$ cat src/hw/rtl/rbdq_pkg.sv
// ----------------------------------------------------------------------------
// rbdq_pkg
// shared constants, codes and types of the circular indexed deque
// ----------------------------------------------------------------------------
package rbdq_pkg;

   // default sizing
   localparam int unsigned CAPACITY_DEFAULT   = 16;
   localparam int unsigned DATA_WIDTH_DEFAULT = 8;

   // request operation codes
   typedef logic [1:0] op_type;
   localparam op_type OP_GET    = 2'd0;
   localparam op_type OP_SET    = 2'd1;
   localparam op_type OP_INSERT = 2'd2;
   localparam op_type OP_REMOVE = 2'd3;

   // response status codes
   typedef logic [1:0] status_type;
   localparam status_type ST_OK    = 2'd0;
   localparam status_type ST_FULL  = 2'd1;
   localparam status_type ST_RANGE = 2'd2;

endpackage

$ cat src/hw/rtl/ring_buffer_indexed_deque.sv
// ----------------------------------------------------------------------------
// ring_buffer_indexed_deque
// fixed-capacity circular deque with get, set, insert and remove by position
// ----------------------------------------------------------------------------
// One request is handled at a time; req_ready is high only while the
// sequencer is idle, and a finished response sits in an output register so
// that the next request can be taken while it waits. Logical position p
// lives in slot (head + p) mod CAPACITY, computed by the single slot mapping
// unit that every memory access goes through. An insert or remove moves the
// elements of one side of the deque one element at a time: the front side
// when the position is below half the count, else the back side. Each moved
// element passes through a test, a memory read and a memory write. At most
// CAPACITY/2 elements are moved for an insert and CAPACITY/2 - 1 for a
// remove when CAPACITY is even. A get reads the element after its range
// check; a rejected request goes from the check to the output register.
// The element store needs no clearing after reset: only slots that hold live
// elements are ever read.
// ----------------------------------------------------------------------------
module ring_buffer_indexed_deque #(
   parameter int unsigned CAPACITY   = rbdq_pkg::CAPACITY_DEFAULT,
   parameter int unsigned DATA_WIDTH = rbdq_pkg::DATA_WIDTH_DEFAULT
) (
   input  logic                             clock,
   input  logic                             reset,
   // request channel
   input  logic                             req_valid,
   output logic                             req_ready,
   input  rbdq_pkg::op_type                 req_op,
   input  logic [$clog2(CAPACITY+1)-1:0]    req_index,
   input  logic [DATA_WIDTH-1:0]            req_value,
   // response channel
   output logic                             rsp_valid,
   input  logic                             rsp_ready,
   output logic [DATA_WIDTH-1:0]            rsp_read_value,
   output rbdq_pkg::status_type             rsp_status,
   output logic [$clog2(CAPACITY+1)-1:0]    rsp_count
);
   import rbdq_pkg::*;

   // position / count width and slot width
   localparam int unsigned CW = $clog2(CAPACITY + 1);
   localparam int unsigned AW = $clog2(CAPACITY);
   localparam int unsigned SW = CW + 1;

   // sequencer states
   localparam logic [2:0] S_IDLE  = 3'd0;   // waiting for a request
   localparam logic [2:0] S_CHECK = 3'd1;   // range checks and move setup
   localparam logic [2:0] S_TEST  = 3'd2;   // move loop done?
   localparam logic [2:0] S_READ  = 3'd3;   // read the source element
   localparam logic [2:0] S_MOVE  = 3'd4;   // write it to the destination
   localparam logic [2:0] S_WRVAL = 3'd5;   // write the request value
   localparam logic [2:0] S_GETRD = 3'd6;   // read for a get
   localparam logic [2:0] S_DONE  = 3'd7;   // hand result to the output register

   logic [2:0]            state_ff, state_in;
   op_type                op_ff, op_in;
   logic [CW-1:0]         idx_ff, idx_in;
   logic [DATA_WIDTH-1:0] val_ff, val_in;
   logic [AW-1:0]         head_ff, head_in;
   logic [CW-1:0]         count_ff, count_in;
   logic [CW-1:0]         dst_ff, dst_in;        // destination position of a move
   logic [CW-1:0]         end_ff, end_in;        // position where the move loop stops
   logic                  up_ff, up_in;          // source lies above destination
   logic                  low_ff, low_in;        // front side is the one moved
   status_type            status_ff, status_in;
   logic                  rd_ok_ff, rd_ok_in;    // successful get
   logic                  rsp_valid_ff, rsp_valid_in;
   logic [DATA_WIDTH-1:0] rsp_read_value_ff, rsp_read_value_in;
   status_type            rsp_status_ff, rsp_status_in;
   logic [CW-1:0]         rsp_count_ff, rsp_count_in;
   logic [DATA_WIDTH-1:0] mem_rd_ff;

   // element store
   logic [DATA_WIDTH-1:0] mem [CAPACITY];

   logic [CW-1:0]         src_pos;
   logic [CW-1:0]         pos_sel;
   logic [SW-1:0]         slot_sum;
   logic [SW-1:0]         slot_wrap;
   logic [AW-1:0]         slot;
   logic                  mem_we;
   logic [DATA_WIDTH-1:0] mem_wdata;
   logic                  req_fire;
   logic                  rsp_load;
   logic [CW-1:0]         half_count;

   // ---------------------------------------------------------------------
   // shared slot mapping unit: (head + position) mod CAPACITY
   // head < CAPACITY and position <= CAPACITY, so one conditional subtract
   // ---------------------------------------------------------------------
   assign src_pos   = up_ff ? (dst_ff + CW'(1)) : (dst_ff - CW'(1));
   assign pos_sel   = (state_ff == S_READ) ? src_pos : dst_ff;
   assign slot_sum  = SW'(head_ff) + SW'(pos_sel);
   assign slot_wrap = (slot_sum >= SW'(CAPACITY)) ? (slot_sum - SW'(CAPACITY)) : slot_sum;
   assign slot      = slot_wrap[AW-1:0];

   // memory write: a moved element or the request value
   assign mem_we    = (state_ff == S_MOVE) || (state_ff == S_WRVAL);
   assign mem_wdata = (state_ff == S_MOVE) ? mem_rd_ff : val_ff;

   always_ff @(posedge clock) begin
      if (mem_we) begin
         mem[slot] <= mem_wdata;
      end
      if ((state_ff == S_READ) || (state_ff == S_GETRD)) begin
         mem_rd_ff <= mem[slot];
      end
   end

   // handshakes
   assign req_ready  = (state_ff == S_IDLE);
   assign req_fire   = req_valid && req_ready;
   assign rsp_load   = (state_ff == S_DONE) && (!rsp_valid_ff || rsp_ready);
   assign half_count = count_ff >> 1;

   // ---------------------------------------------------------------------
   // sequencer
   // ---------------------------------------------------------------------
   always_comb begin
      state_in          = state_ff;
      op_in             = op_ff;
      idx_in            = idx_ff;
      val_in            = val_ff;
      head_in           = head_ff;
      count_in          = count_ff;
      dst_in            = dst_ff;
      end_in            = end_ff;
      up_in             = up_ff;
      low_in            = low_ff;
      status_in         = status_ff;
      rd_ok_in          = rd_ok_ff;
      rsp_read_value_in = rsp_read_value_ff;
      rsp_status_in     = rsp_status_ff;
      rsp_count_in      = rsp_count_ff;
      rsp_valid_in      = rsp_ready ? 1'b0 : rsp_valid_ff;

      unique case (state_ff)
         S_IDLE: begin
            if (req_fire) begin
               op_in     = req_op;
               idx_in    = req_index;
               val_in    = req_value;
               status_in = ST_OK;
               rd_ok_in  = 1'b0;
               state_in  = S_CHECK;
            end
         end

         S_CHECK: begin
            unique case (op_ff)
               OP_GET: begin
                  if (idx_ff < count_ff) begin
                     dst_in   = idx_ff;
                     rd_ok_in = 1'b1;
                     state_in = S_GETRD;
                  end else begin
                     status_in = ST_RANGE;
                     state_in  = S_DONE;
                  end
               end
               OP_SET: begin
                  // no moves: the loop test falls straight through to the write
                  if (idx_ff < count_ff) begin
                     dst_in   = idx_ff;
                     end_in   = idx_ff;
                     state_in = S_TEST;
                  end else begin
                     status_in = ST_RANGE;
                     state_in  = S_DONE;
                  end
               end
               OP_INSERT: begin
                  if (count_ff >= CW'(CAPACITY)) begin
                     status_in = ST_FULL;
                     state_in  = S_DONE;
                  end else if (idx_ff > count_ff) begin
                     status_in = ST_RANGE;
                     state_in  = S_DONE;
                  end else begin
                     end_in   = idx_ff;
                     state_in = S_TEST;
                     if (idx_ff < half_count) begin
                        // head steps back, front elements shift toward it
                        low_in  = 1'b1;
                        head_in = (head_ff == '0) ? AW'(CAPACITY - 1) : (head_ff - AW'(1));
                        dst_in  = '0;
                        up_in   = 1'b1;
                     end else begin
                        // tail elements shift toward the tail
                        low_in  = 1'b0;
                        dst_in  = count_ff;
                        up_in   = 1'b0;
                     end
                  end
               end
               OP_REMOVE: begin
                  if (idx_ff < count_ff) begin
                     dst_in   = idx_ff;
                     state_in = S_TEST;
                     if (idx_ff < half_count) begin
                        low_in = 1'b1;
                        end_in = '0;
                        up_in  = 1'b0;
                     end else begin
                        low_in = 1'b0;
                        end_in = count_ff - CW'(1);
                        up_in  = 1'b1;
                     end
                  end else begin
                     status_in = ST_RANGE;
                     state_in  = S_DONE;
                  end
               end
               default: begin
                  state_in = S_DONE;
               end
            endcase
         end

         S_TEST: begin
            if (dst_ff == end_ff) begin
               if (op_ff == OP_REMOVE) begin
                  count_in = count_ff - CW'(1);
                  if (low_ff) begin
                     head_in = (head_ff == AW'(CAPACITY - 1)) ? '0 : (head_ff + AW'(1));
                  end
                  state_in = S_DONE;
               end else begin
                  state_in = S_WRVAL;
               end
            end else begin
               state_in = S_READ;
            end
         end

         S_READ: begin
            state_in = S_MOVE;
         end

         S_MOVE: begin
            // destination follows the source one step
            dst_in   = src_pos;
            state_in = S_TEST;
         end

         S_WRVAL: begin
            if (op_ff == OP_INSERT) begin
               count_in = count_ff + CW'(1);
            end
            state_in = S_DONE;
         end

         S_GETRD: begin
            state_in = S_DONE;
         end

         S_DONE: begin
            if (rsp_load) begin
               rsp_valid_in      = 1'b1;
               rsp_read_value_in = rd_ok_ff ? mem_rd_ff : '0;
               rsp_status_in     = status_ff;
               rsp_count_in      = count_ff;
               state_in          = S_IDLE;
            end
         end

         default: begin
            state_in = S_IDLE;
         end
      endcase
   end

   always_ff @(posedge clock) begin
      if (reset) begin
         state_ff     <= S_IDLE;
         head_ff      <= '0;
         count_ff     <= '0;
         rsp_valid_ff <= 1'b0;
      end else begin
         state_ff     <= state_in;
         head_ff      <= head_in;
         count_ff     <= count_in;
         rsp_valid_ff <= rsp_valid_in;
      end
      op_ff             <= op_in;
      idx_ff            <= idx_in;
      val_ff            <= val_in;
      dst_ff            <= dst_in;
      end_ff            <= end_in;
      up_ff             <= up_in;
      low_ff            <= low_in;
      status_ff         <= status_in;
      rd_ok_ff          <= rd_ok_in;
      rsp_read_value_ff <= rsp_read_value_in;
      rsp_status_ff     <= rsp_status_in;
      rsp_count_ff      <= rsp_count_in;
   end

   assign rsp_valid      = rsp_valid_ff;
   assign rsp_read_value = rsp_read_value_ff;
   assign rsp_status     = rsp_status_ff;
   assign rsp_count      = rsp_count_ff;

   // ---------------------------------------------------------------------
   // assertions
   // ---------------------------------------------------------------------

   // element count moves by at most one per cycle
   a_count_step: assert property (@(posedge clock) disable iff (reset)
      1'b1 |=> ((count_ff == $past(count_ff)) ||
                (count_ff == $past(count_ff) + CW'(1)) ||
                (count_ff == $past(count_ff) - CW'(1))))
      else $error("element count jumped by more than one");

   // a full rejection is only reported when the store is at capacity
   a_full_count: assert property (@(posedge clock) disable iff (reset)
      (rsp_valid_ff && (rsp_status_ff == ST_FULL)) |-> (rsp_count_ff == CW'(CAPACITY)))
      else $error("full status reported below capacity");

   // an accepted request keeps the sequencer busy in the next cycle
   a_busy_after_accept: assert property (@(posedge clock) disable iff (reset)
      req_fire |=> !req_ready)
      else $error("request accepted without the sequencer going busy");

endmodule
$ cat config.mk
export PLATFORM = sky130hd
export DESIGN_NAME = ring_buffer_indexed_deque
export DESIGN_NICKNAME = d
export VERILOG_FILES = /design/src/hw/rtl/rbdq_pkg.sv /design/src/hw/rtl/ring_buffer_indexed_deque.sv
export SDC_FILE = /design/constraint.sdc
export NUM_CORES = 1
export LEC_CHECK = 0
export ABC_AREA = 1
export BUFFER_PORTS_ARGS = -buffer_cell sky130_fd_sc_hd__buf_2
export CAP_MARGIN = 20
export CORE_UTILIZATION = 30
export CTS_BUF_LIST = sky130_fd_sc_hd__clkbuf_16
export DETAILED_ROUTE_END_ITERATION = 6
export PLACE_DENSITY_LB_ADDON = 0.25
export SYNTH_ARGS = -nofsm -noshare
export SYNTH_HDL_FRONTEND = slang
export SYNTH_SLANG_ARGS = --single-unit
$ cat constraint.sdc
create_clock -name clock -period 5.4 [get_ports clock]
set_input_delay 1.08 -clock clock [delete_from_list [all_inputs] [get_ports clock]]
set_output_delay 1.08 -clock clock [all_outputs]
set_load 0.05 [all_outputs]
## After elaboration in Yosys (flattened, before gate mapping)

Memory sizes are Yosys's and may differ from the RTL's. A register that Yosys moved wholly into a read port is not among the register bits.
Cells that the tools add are included.

- $add $sub $neg: 8
- Magnitude comparators: 5
- Eq/ne operators: 33
- Mux-type cells: 62
- Reductions and logical operators: 28

Operators by type and width:

| cell | number |
|---|---|
| two-way mux 5 bit | 13 |
| two-way mux 4 bit | 10 |
| case mux 5 bit (2 select lines) | 3 |
| inequality test 2 bit (second input constant) | 13 |
| case mux 3 bit (7 select lines) | 1 |
| two-way mux 3 bit | 6 |
| AND reduction 4 bit | 4 |
| two-way mux 1 bit | 15 |
| case mux 5 bit (3 select lines) | 1 |
| equality test 3 bit (second input constant) | 4 |
| inequality test 3 bit (second input constant) | 4 |
| adder 5 x 1 -> 5 bit (second input constant) | 2 |
| two-way mux 2 bit | 5 |
| nonzero test 2 bit | 5 |
| subtractor 5 x 1 -> 5 bit (second input constant) | 2 |
| case mux 3 bit (3 select lines) | 1 |
| two-way mux 8 bit | 1 |
| case mux 2 bit (2 select lines) | 2 |
| case mux 4 bit (2 select lines) | 1 |
| AND reduction 8 bit | 1 |
| subtractor 4 x 1 -> 4 bit (second input constant) | 2 |
| adder 4 x 5 -> 6 bit | 1 |
| equality test 3 x 2 -> 1 bit (second input constant) | 2 |
| greater-or-equal comparator 6 x 5 -> 1 bit (second input constant) | 1 |
| other kinds (25) | 36 |

- Bits in registers: 58
- RAM bits: 128
- Bits of input ports: 19
- Output and inout port bits: 17
- Word-level logic and storage cells: 153
- Memories: 1

Memories:

| name | depth | bits a word | rd ports | clocked after memory_dff | write ports | RTL line | source |
|---|---|---|---|---|---|---|---|
| mem | 16 | 8 | 1 | 1 | 1 | ring_buffer_indexed_deque.sv:74 | `logic [DATA_WIDTH-1:0] mem [CAPACITY];` |

## Depth between registers and ports, before layout

Gate-level depths: netlist (run 1).

- Word-level depth: 7
- Gate-level depth with buffers: 16
- Gate-level depth less buffers: 15

## Worst setup path after synthesis (run 1)

No wires, ideal clock.

- Path type: reg2reg
- From: reg dst_ff[0]
- To: mem mem[11][0] (netlist name), enable pin
- Library setup time: 370 ps
- Arrival: 2,827 ps
- Data required time: 5,030 ps
- Slack: 2,202 ps
- Cell stages (with the launch flop): 12
- Path buffers: 1
- Period minus slack after synthesis: 3,198 ps
- Path through: edfxtp_1 -> inv_1 -> fa_1 -> inv_1 -> nand2_1 -> o21ai_0 -> inv_1 -> fa_1 -> nor2_1 -> clkbuf_1 -> nand2_1 -> nor2_1

- Cells in the longest elaborated chain, start to end: 6
- Elaborated cells on any way between the ends: 8
- Those cells by class: add/sub: 4; order compare: 1; mux: 3

Ends and longest elaborated chain:

| what | RTL line | source |
|---|---|---|
| start, declared | ring_buffer_indexed_deque.sv:61 | `logic [CW-1:0] dst_ff, dst_in;` |
| start signal, assigned | ring_buffer_indexed_deque.sv:288 | `dst_ff <= dst_in;` |
| subtractor 5 x 1 -> 5 bit or adder 5 x 1 -> 5 bit (tied branches) | ring_buffer_indexed_deque.sv:91 | `assign src_pos = up_ff ? (dst_ff + CW'(1)) : (dst_ff - CW'(1));` |
| two-way mux 5 bit | ring_buffer_indexed_deque.sv:91 |  |
| two-way mux 5 bit * | ring_buffer_indexed_deque.sv:92 | `assign pos_sel = (state_ff == S_READ) ? src_pos : dst_ff;` |
| adder 4 x 5 -> 6 bit * | ring_buffer_indexed_deque.sv:93 | `assign slot_sum = SW'(head_ff) + SW'(pos_sel);` |
| greater-or-equal comparator 6 x 5 -> 1 bit or subtractor 4 x 1 -> 4 bit (tied branches) | ring_buffer_indexed_deque.sv:94 | `assign slot_wrap = (slot_sum >= SW'(CAPACITY)) ? (slot_sum - SW'(CAPACITY)) : slot_sum;` |
| two-way mux 4 bit * | ring_buffer_indexed_deque.sv:94 |  |
| end, declared | ring_buffer_indexed_deque.sv:74 |  |

Mark *: on every way between the ends. The rest lies on a longest branch, timed or not.

## Final worst setup path (run 1)

- From: reg dst_ff[0]
- To: mem mem[2][5] (netlist name), enable pin

Same word-level chain as after synthesis.

==> reports/qor.csv, run 1 <==
stage,metric,value,unit
pwr,design_power_total,6.765,mW
synth,synth_top_area_cell,edfxtp_1,
placed_design,dp_hpwl,14230,um
global_route,grt_pass1_wl,32370,um
final_layout,register_area,5695,um^2
worst_setup_path,cp.arrival,3.77,ns
synth,yosysSeqAreaShare,0.6586,
global_route,antenna_found_initial,0,
synth,synth_fp_nets,797,
clock_tree,cts_tree,built,
route,vias_per_cell,4.759,
floorplanning,coreArea,28090,um^2
placed_design,gp_congestion,0.8905,
sta,tightest_slew,1.026,ns
floorplanning,die-area,29510,um^2
clock_tree,cts_setup_buffers,0,
route,wl_per_cell,17.30,um
clock_tree,ctsHoldBuffers,0,
synth,synth-seq-cells,194,
global_route,grt_use_met1,0.2135,
floorplanning,die_h,171.8,um
clock_tree,clockBufferDepth,2,
final_layout,fill_cells,2826,
sta,whs,0.4138,ns
clock_tree,clk_pin_slew,0.08,ns
route,drc,0,
worst_setup_path,cp_slowest_cell,nor2_1,
pwr,leakage,3.765,nW
global_route,grt.overflow.total,0,
status,status,"complete, no violations",
worst_setup_path,worstPathRequired,5.48,ns
worst_setup_path,critical_path_class,register to register,
clock_tree,cts_resized,0,
synth,netlist_instances,758,
worst_setup_path,crit_chain,"inv_1, fa_1, xor2_1, o21ai_0, ha_1, a21oi_1, or2_2, nand4_2, nand2_4, nand2_1, nor2_1",
floorplanning,io_pins,36,
floorplanning,die_width,171.8,um
global_route,busiest_layer,met2,
sta,min_period,3.696,ns
sta,min_period_over_period,0.6844,
global_route,met3_usage,0.02140,
route,ant_nets,0,
synth,synth.area.top_cells,"edfxtp_1 (63%), nand2_1 (8.2%), a22oi_1 (3.7%)",
global_route,grt_pass1_vias,5480,
sta,setup_viol,0,
sta,final-max-slew-violation-count,0,
clock_tree,cts.sinks,194,
clock_tree,cts_made_buffers,17,
sta,skew,0.01990,ns
placed_design,place_area,9281,um^2
synth,synth_edf_count,181,
floorplanning,row_count,61,
final_layout,multi_input_area,2597,um^2
final_layout,fin_area,9925,um^2
worst_hold_path,hold_class,register to register,
global_route,met2_usage,0.2287,
synth,yosysMostFrequentCell,nand2_1,
synth,synth_common_cells,"nand2_1 (188), edfxtp_1 (181), inv_1 (65)",
sta,relSlewSlack,0.3150,
clock_tree,htreeDepth,4,
worst_setup_path,cp-start-kind,register,
global_route,grt_max_degree,34,
global_route,grt_usage,0.1482,
sta,setup-tns-final,0,ns
sta,finalHoldViolations,0,
route,first_pass_iters,5,
synth,yosysWarnings,0,
route,drtIter0Drc,476,
sta,grt_setup_unrepaired,no,
synth,synthArstFlopShare,0,
synth,yosysUniqueCellTypes,43,
flow_run,cap_violations,0,
final_layout,layout-area-overhead-vs-synth,14.76,%
sta,fmax,270.6,MHz
worst_setup_path,setup.worst_path.end_class,register,
pwr,power_density,681.6,nW/um^2
final_layout,fin_nets,838,
route,num_vias,5663,
clock_tree,root_buffer,clkbuf_16,
worst_setup_path,max_stage_delay,0.58,ns
synth,netlist.area_leader.share,0.6285,
pwr,irDropWorstVdd,0.0004563,V
floorplanning,start_util,0.3079,
worst_setup_path,crit_fanout,11,
synth,synth_area,8648,um^2
synth,yosys_most_used_dff,edfxtp_1,
synth,syn_avg_cell_area,11.41,um^2
placed_design,portBuffers,35,
final_layout,num_antenna_cells,0,
route,wl,20590,um
final_layout,drive_gt1_frac,0.1367,
clock_tree,clk_latency,0.45,ns
-- registers in the layout, summed over array words and instances (netlist names), 2 cells and up --
signal          flops
rsp_read_value      8
status_ff           2
rsp_status          2
idx_ff              5
end_ff              5
mem               128
mem_rd_ff           8
count_ff            5
val_ff              8
rsp_count           5
state_ff            3
head_ff             4
op_ff               2
dst_ff              5
-- final timing paths --
check / start / cells past startpoint / endpoint / slack, ns
hold / removal: status_ff[1]$_SDFFCE_PN0P_ / 0 / rsp_status[1]$_DFFE_PP_ / 0.41
setup reg to reg: dst_ff[0]$_DFFE_PP_ / 11 / mem[2][5]$_DFFE_PP_ / 1.70
hold reg to reg: status_ff[1]$_SDFFCE_PN0P_ / 0 / rsp_status[1]$_DFFE_PP_ / 0.41
setup / recovery: dst_ff[0]$_DFFE_PP_ / 11 / mem[2][5]$_DFFE_PP_ / 1.70
-- stage by stage --
step / utilization / setup WS, ns / cells
after floorplan: - / 2.202 / 758
after global placement: 0.3303 / 1.752 / 1157
after detailed placement: 0.3305 / 1.691 / 1158
after CTS: 0.3534 / 1.693 / 1190
after global routing: 0.3534 / 1.316 / 1190
final: 0.3534 / 1.704 / 1190
-- layer usage --
| metal | part of all wire | routed length [um] |
|---|---|---|
| met5 | 0 | 0 |
| met2 | 0.46 | 9370 |
| met3 | 0.042 | 874 |
| met1 | 0.49 | 10040 |
| met4 | 0.015 | 302 |
-- power breakdown --
| group | internal (mW) | total, mW | switching [mW] |
|---|---|---|---|
| clock | 0.657 | 1.34 | 0.682 |
| sequential | 2.11 | 2.27 | 0.165 |
| combinational | 0.934 | 3.15 | 2.22 |
| total | 3.70 | 6.76 | 3.07 |
-- critical path: cells and delay by family (launching register included) --
kind	cells	cell delay [ns]
XOR/XNOR	1	0.17
AO/OA/AOI/OAI	2	0.41
AND/OR/NAND/NOR	5	1.43
adder cells (fa/ha/maj)	2	0.79
flip-flops	1	0.43
buffers and inverters	1	0.10
-- cell usage in the layout (no fill, tap or decap), types with 4 or more instances in the layout --
| cell | synthesis | routed |
|---|---|---|
| a21o_1 | 6 | 6 |
| a21oi_1 | 26 | 26 |
| a22oi_1 | 43 | 43 |
| a31oi_1 | 14 | 14 |
| buf_2 | 2 | 36 |
| buf_4 | 1 | 7 |
| clkbuf_16 | 0 | 17 |
| clkinv_8 | 0 | 4 |
| dfxtp_1 | 13 | 13 |
| edfxtp_1 | 181 | 181 |
| ha_1 | 18 | 18 |
| inv_1 | 65 | 65 |
| inv_12 | 0 | 6 |
| inv_2 | 5 | 5 |
| inv_6 | 0 | 4 |
| nand2_1 | 188 | 188 |
| nand2_2 | 4 | 4 |
| nand2_4 | 5 | 5 |
| nand3_1 | 37 | 37 |
| nand3_4 | 4 | 4 |
| nor2_1 | 47 | 44 |
| nor2_2 | 1 | 4 |
| nor3_1 | 6 | 5 |
| o21ai_0 | 21 | 21 |
| o21ai_1 | 10 | 10 |
| xnor2_1 | 5 | 5 |
| xor2_1 | 9 | 8 |
-- final cells by class --
class / instances / share of cell area
tap: 378 / 0.04766
multi-input combinational: 469 / 0.2617
clock buffer: 17 / 0.04286
timing repair buffer: 43 / 0.02345
inverter: 74 / 0.02849
sequential: 194 / 0.5739
clock inverter: 15 / 0.02194
-- kinds of logic after synthesis --
group / count (synthesis) / share of synthesized area
xor gates and xnor gates: 14 / 0.01418
and+or+nand+nor: 304 / 0.1580
buffers and inverters: 95 / 0.04340
AOI/OAI and AO/OA: 131 / 0.09520
DFF: 194 / 0.6586
adders and majority gates: 20 / 0.03067
No activity file was read; power rests on OpenSTA's default activity.
==> run 2: changes to the inputs <==
Clock period 5.4 ns to 3.4 ns, I/O delays scaled along.
==> run 2 against run 1 <==
Register-to-register slack worse by 1.5 ns. Cell area up 2.7%. Sequential power up 58%. Clock-buffer cell count unchanged. Die area unchanged. Combinational power up 69%. Critical endpoint is now mem_rd_ff[4]$_DFFE_PP_. Critical path depth up 3. First-iteration DRC count up 27%. Global-route usage down 0.40 points. Non-clock buffer count up 27. Total power up 63%. Setup slack worse by 1.5 ns.
==> reports/qor.csv, run 2 (synthesis gave the netlist of run 1 again) <==
stage,metric,value,unit
status,status,"complete, no violations",
final_layout,fin_nets,865,
worst_setup_path,max_stage_delay,0.61,ns
clock_tree,cts_setup_buffers,0,
clock_tree,root_buffer,clkbuf_16,
worst_setup_path,critPathTopFamily,adder cells,
worst_setup_path,critical_path_class,register to register,
final_layout,finalNonFillerCells,1217,
placed_design,numPlacedInstances,1185,
worst_setup_path,cp-start-kind,register,
final_layout,num_antenna_cells,0,
sta,whs,0.4218,ns
floorplanning,start_util,0.3079,
pwr,power_density,1084,nW/um^2
worst_setup_path,crit_chain,"inv_1, fa_1, inv_1, nand2_1, o21ai_0, inv_1, fa_2, nor2_2, buf_4, a22oi_1, a21oi_1, a21o_1, nand3_1, nand2_1",
sta,setup_viol,0,
sta,min_period,3.210,ns
worst_setup_path,worst-path-buf-inv,4,
worst_setup_path,crit_fanout,16,
worst_setup_path,cp.depth,14,
clock_tree,cts_tree,built,
floorplanning,coreArea,28090,um^2
global_route,grt_max_degree,33,
global_route,antenna_found_initial,0,
final_layout,regMostFlops,mem,
final_layout,mostFrequentLayoutCell,nand2_1,
global_route,grt_usage,0.1442,
worst_setup_path,rrSetupSlack,0.19,ns
worst_hold_path,hold_class,primary input to register,
final_layout,layout-area-overhead-vs-synth,17.82,%
sta,finalHoldViolations,0,
worst_setup_path,setup.worst_path.end_class,register,
floorplanning,die-area,29510,um^2
sta,skew,0.01781,ns
clock_tree,cts_made_buffers,17,
worst_setup_path,reg2reg_to,mem_rd_ff[4]$_DFFE_PP_,
worst_setup_path,cp-startpoint,dst_ff[1]$_DFFE_PP_,
final_layout,final_cell_mix,"nand2_1 (188), edfxtp_1 (181), inv_1 (65), nor2_1 (41)",
clock_tree,cts.sinks,194,
worst_setup_path,cp_common_cell,inv_1,
clock_tree,clk_pin_slew,0.09,ns
global_route,grt_pass1_wl,31670,um
final_layout,drive_gt1_frac,0.1776,
clock_tree,clk_latency,0.44,ns
worst_setup_path,worstPathRequired,3.58,ns
route,wl,20550,um
final_layout,largest_reg_flops,128,
placed_design,gp_congestion,0.8337,
clock_tree,htreeDepth,4,
floorplanning,row_count,61,
route,drc,0,
route,wl_per_cell,16.89,um
route,vias_per_cell,4.707,
sta,final-max-slew-violation-count,0,
floorplanning,die_h,171.8,um
floorplanning,die_width,171.8,um
worst_setup_path,endpoint,mem_rd_ff[4]$_DFFE_PP_,
route,ant_nets,0,
final_layout,fin_util,0.3628,
floorplanning,io_pins,36,
worst_hold_path,hold_depth,1,
placed_design,dp_hpwl,13990,um
sta,tightest_slew,0.7581,ns
pwr,leakage,3.911,nW
worst_setup_path,reg2reg_from,dst_ff[1]$_DFFE_PP_,
sta,fmax,311.6,MHz
global_route,grt_pass1_vias,5372,
route,num_vias,5729,
worst_setup_path,cp_slowest_cell,fa_2,
placed_design,portBuffers,35,
global_route,grt.overflow.total,0,
flow_run,cap_violations,0,
clock_tree,clockBufferDepth,2,
route,first_pass_iters,5,
worst_setup_path,cp.arrival,3.39,ns
sta,relSlewSlack,0.4934,
sta,setup-tns-final,0,ns
sta,min_period_over_period,0.9440,
worst_setup_path,r2r_cells,14,
pwr,irDropWorstVdd,0.0005940,V
route,drtIter0Drc,603,
## run 2: worst min-delay path by stage
stage / from / end / slack [ns]
6_report: req_value[4] / val_ff[4]$_DFFE_PP_ / 0.42
5_1_grt: req_op[0] / op_ff[0]$_DFFE_PP_ / 0.40
4_1_cts: req_index[3] / idx_ff[3]$_DFFE_PP_ / 0.40
3_5_place_dp: status_ff[0]$_SDFFCE_PP0P_ / rsp_status[0]$_DFFE_PP_ / 0.41
3_3_place_gp: status_ff[0]$_SDFFCE_PP0P_ / rsp_status[0]$_DFFE_PP_ / 0.40
2_1_floorplan: status_ff[0]$_SDFFCE_PP0P_ / rsp_status[0]$_DFFE_PP_ / 0.40
## run 2: routing by layer
layer / track usage / part of all wire / vias to the layer above
met3: 0.02117 / 0.035 / 14
li1: - / - / 2804
met5: 0 / 0 / -
met1: 0.2158 / 0.52 / 2787
met2: 0.2132 / 0.44 / 124
met4: 0.04425 / 0.011 / 0
## run 2: metrics by stage
| step | power (mW) | instance area (um^2) | setup slack, ns |
|---|---|---|---|
| after detailed placement | 8.826 | 9487 | 0.1079 |
| after floorplan | 7.049 | 8648 | 0.2023 |
| after CTS | 10.99 | 10130 | 0.1015 |
| after global routing | 11.80 | 10190 | -0.002821 |
| final | 11.05 | 10190 | 0.1904 |
| after global placement | 8.832 | 9487 | 0.1504 |
## run 2: worst reg2reg max path: cells and delay by family, from the launching register on
family,cells,cell delay (ns)
adders and majority gates,2,1.03
and+or+nand+nor,4,0.25
buffers and inverters,4,0.55
DFF,1,0.42
AOI/OAI and AO/OA,4,0.71
## run 2: what timing repair did
item | CTS | global route
endpoints found under the setup margin | 0 | 24
resized for setup | 0 | 14
hold endpoints to repair | 0 | 0
hold buffers | 0 | 0
## run 2: final cells by class
type                       count  area [um^2]
fill                        2780        17900
sequential                   194         5695
multi-input combinational    469         2641
tap                          378        473.0
timing repair buffer          70        449.2
clock buffer                  17        425.4
inverter                      74        282.8
clock inverter                15        222.7
## run 2: power breakdown
group          leakage [nW]  internal [mW]  switching, mW
registers              1.75           3.34          0.249
logic                  1.85           1.70           3.62
clock network         0.311           1.05           1.09
==> run 3: changes to the inputs <==
Settings changed: CORE_UTILIZATION 30 to 55.
==> run 3 against run 2 <==
Sequential power hardly changed. Core utilization rose by 28 points. Via count increased by 3.3%. Total power down 2.8%. Critical path depth unchanged. Clock skew down 0.0061 ns. Fmax rose by 0.38%. Critical endpoint is now mem_rd_ff[6]$_DFFE_PP_. Largest cell class unchanged. Highest routed layer unchanged.
==> reports/qor.csv, run 3 (synthesis gave the netlist of run 1 again) <==
stage,metric,value,unit
worst_setup_path,worst-path-buf-inv,5,
final_layout,num_antenna_cells,0,
route,drc,0,
final_layout,fin_nets,860,
floorplanning,start_util,0.5668,
route,drtIter0Drc,495,
floorplanning,coreArea,15260,um^2
clock_tree,cts_tree,built,
placed_design,preCtsSetupSlack,0.1355,ns
sta,grt_setup_unrepaired,no,
final_layout,layout-area-overhead-vs-synth,13.98,%
global_route,grt.overflow.total,0,
worst_setup_path,critPathTopFamily,adder cells,
sta,setup_slack,0.2025,ns
route,wirelength_met1,7953,um
status,status,"complete, no violations",
global_route,antenna_found_initial,0,
route,top_layer_used,met4,
route,vias_per_cell,5.665,
final_layout,largest_reg_flops,128,
pwr,irDropWorstVdd,0.0006281,V
route,num_vias,5920,
placed_design,numPlacedInstances,1011,
floorplanning,die_h,127.4,um
final_layout,regMostFlops,mem,
sta,tightest_slew,0.7289,ns
sta,min_period_over_period,0.9404,
floorplanning,io_pins,36,
worst_hold_path,hold_class,primary input to register,
worst_setup_path,setup.worst_path.end_class,register,
global_route,grt_pass1_vias,5703,
final_layout,drive_gt1_frac,0.1571,
final_layout,final_cell_mix,"nand2_1 (188), edfxtp_1 (181), inv_1 (63), nor2_1 (45), a22oi_1 (43)",
pwr,design_power_total,10.74,mW
route,wl_met3,981,um
flow_run,cap_violations,0,
sta,finalHoldViolations,0,
clock_tree,root_buffer,clkbuf_16,
sta,setup_viol,0,
worst_setup_path,crit_chain,"inv_2, fa_1, inv_1, nand2_1, o21ai_0, inv_1, fa_2, nand2_1, clkinvlp_4, buf_6, a22oi_1, a21oi_1, o21ai_1, nand2_1",
clock_tree,clk_pin_slew,0.08,ns
placed_design,dp_hpwl,13310,um
clock_tree,clockBufferDepth,2,
pwr,power_density,1089,nW/um^2
route,first_pass_iters,5,
pwr,leakage,3.850,nW
clock_tree,htreeDepth,4,
worst_setup_path,cp-start-kind,register,
final_layout,finalNonFillerCells,1045,
sta,whs,0.4156,ns
clock_tree,cts_made_buffers,17,
worst_setup_path,critical_path_class,register to register,
floorplanning,row_count,45,
worst_setup_path,worstPathRequired,3.58,ns
clock_tree,cts.sinks,194,
final_layout,mostFrequentLayoutCell,nand2_1,
worst_setup_path,cp_common_cell,nand2_1,
sta,relSlewSlack,0.5129,
route,ant_nets,0,
sta,fmax,312.7,MHz
floorplanning,die-area,16230,um^2
sta,setup-tns-final,0,ns
route,wl_per_cell,18.68,um
sta,min_period,3.197,ns
global_route,grt_usage,0.2513,
clock_tree,clk_latency,0.44,ns
placed_design,portBuffers,35,
clock_tree,ctsHoldBuffers,0,
worst_setup_path,cp_slowest_cell,fa_2,
worst_setup_path,rrSetupSlack,0.20,ns
placed_design,gp_congestion,0.8747,
worst_setup_path,cp.arrival,3.38,ns
sta,skew,0.01168,ns
global_route,grt_max_degree,34,
worst_setup_path,max_stage_delay,0.50,ns
route,met2_length,10050,um
global_route,grt_pass1_wl,30050,um
floorplanning,die_width,127.4,um
worst_setup_path,crit_fanout,17,
sta,final-max-slew-violation-count,0,
route,wl,19530,um
-- run 3: final cells by class --
type | instances | area (um^2)
sequential | 194 | 5695
fill | 1160 | 5401
multi-input combinational | 469 | 2599
timing repair buffer | 65 | 441.7
clock buffer | 17 | 425.4
inverter | 74 | 286.5
tap | 211 | 264.0
clock inverter | 15 | 145.1
-- run 3: power by group --
group          internal [mW]  leakage [nW]  switching, mW  total, mW
logic                   1.70          1.81           3.48       5.18
registers               3.34          1.75          0.262       3.60
clock network           1.04         0.286          0.916       1.95
-- run 3: repair_timing --
item,in CTS,in global routing
resized for setup,0,5
setup buffers,0,2
setup endpoints to repair,0,21
-- run 3: layer usage --
layer	up-vias	GRT usage
met1	2868	0.3127
met5	-	0
met2	224	0.4311
met4	0	0.1218
met3	32	0.03936
li1	2796	-
-- run 3: through the flow --
step	util	area (um^2)
2_1_floorplan	-	8648
6_report	0.6460	9857
4_1_cts	0.6438	9823
3_3_place_gp	0.6064	9253
5_1_grt	0.6460	9857
3_5_place_dp	0.6064	9253
-- run 3: worst reg2reg max path, stage by stage, from the launching register on --
cell and delay [ns]:
edfxtp_1 0.43, inv_2 0.10, fa_1 0.42, inv_1 0.08, nand2_1 0.05, o21ai_0 0.11
inv_1 0.10, fa_2 0.50, nand2_1 0.13, clkinvlp_4 0.17, buf_6 0.20, a22oi_1 0.21
a21oi_1 0.12, o21ai_1 0.25, nand2_1 0.07
-- run 3: final timing paths --
path | from | endpoint | cells after the start
setup / recovery | dst_ff[1]$_DFFE_PP_ | mem_rd_ff[6]$_DFFE_PP_ | 14
hold / removal | req_index[2] | idx_ff[2]$_DFFE_PP_ | 1
setup reg to reg | dst_ff[1]$_DFFE_PP_ | mem_rd_ff[6]$_DFFE_PP_ | 14
hold reg to reg | status_ff[0]$_SDFFCE_PP0P_ | rsp_status[0]$_DFFE_PP_ | 0
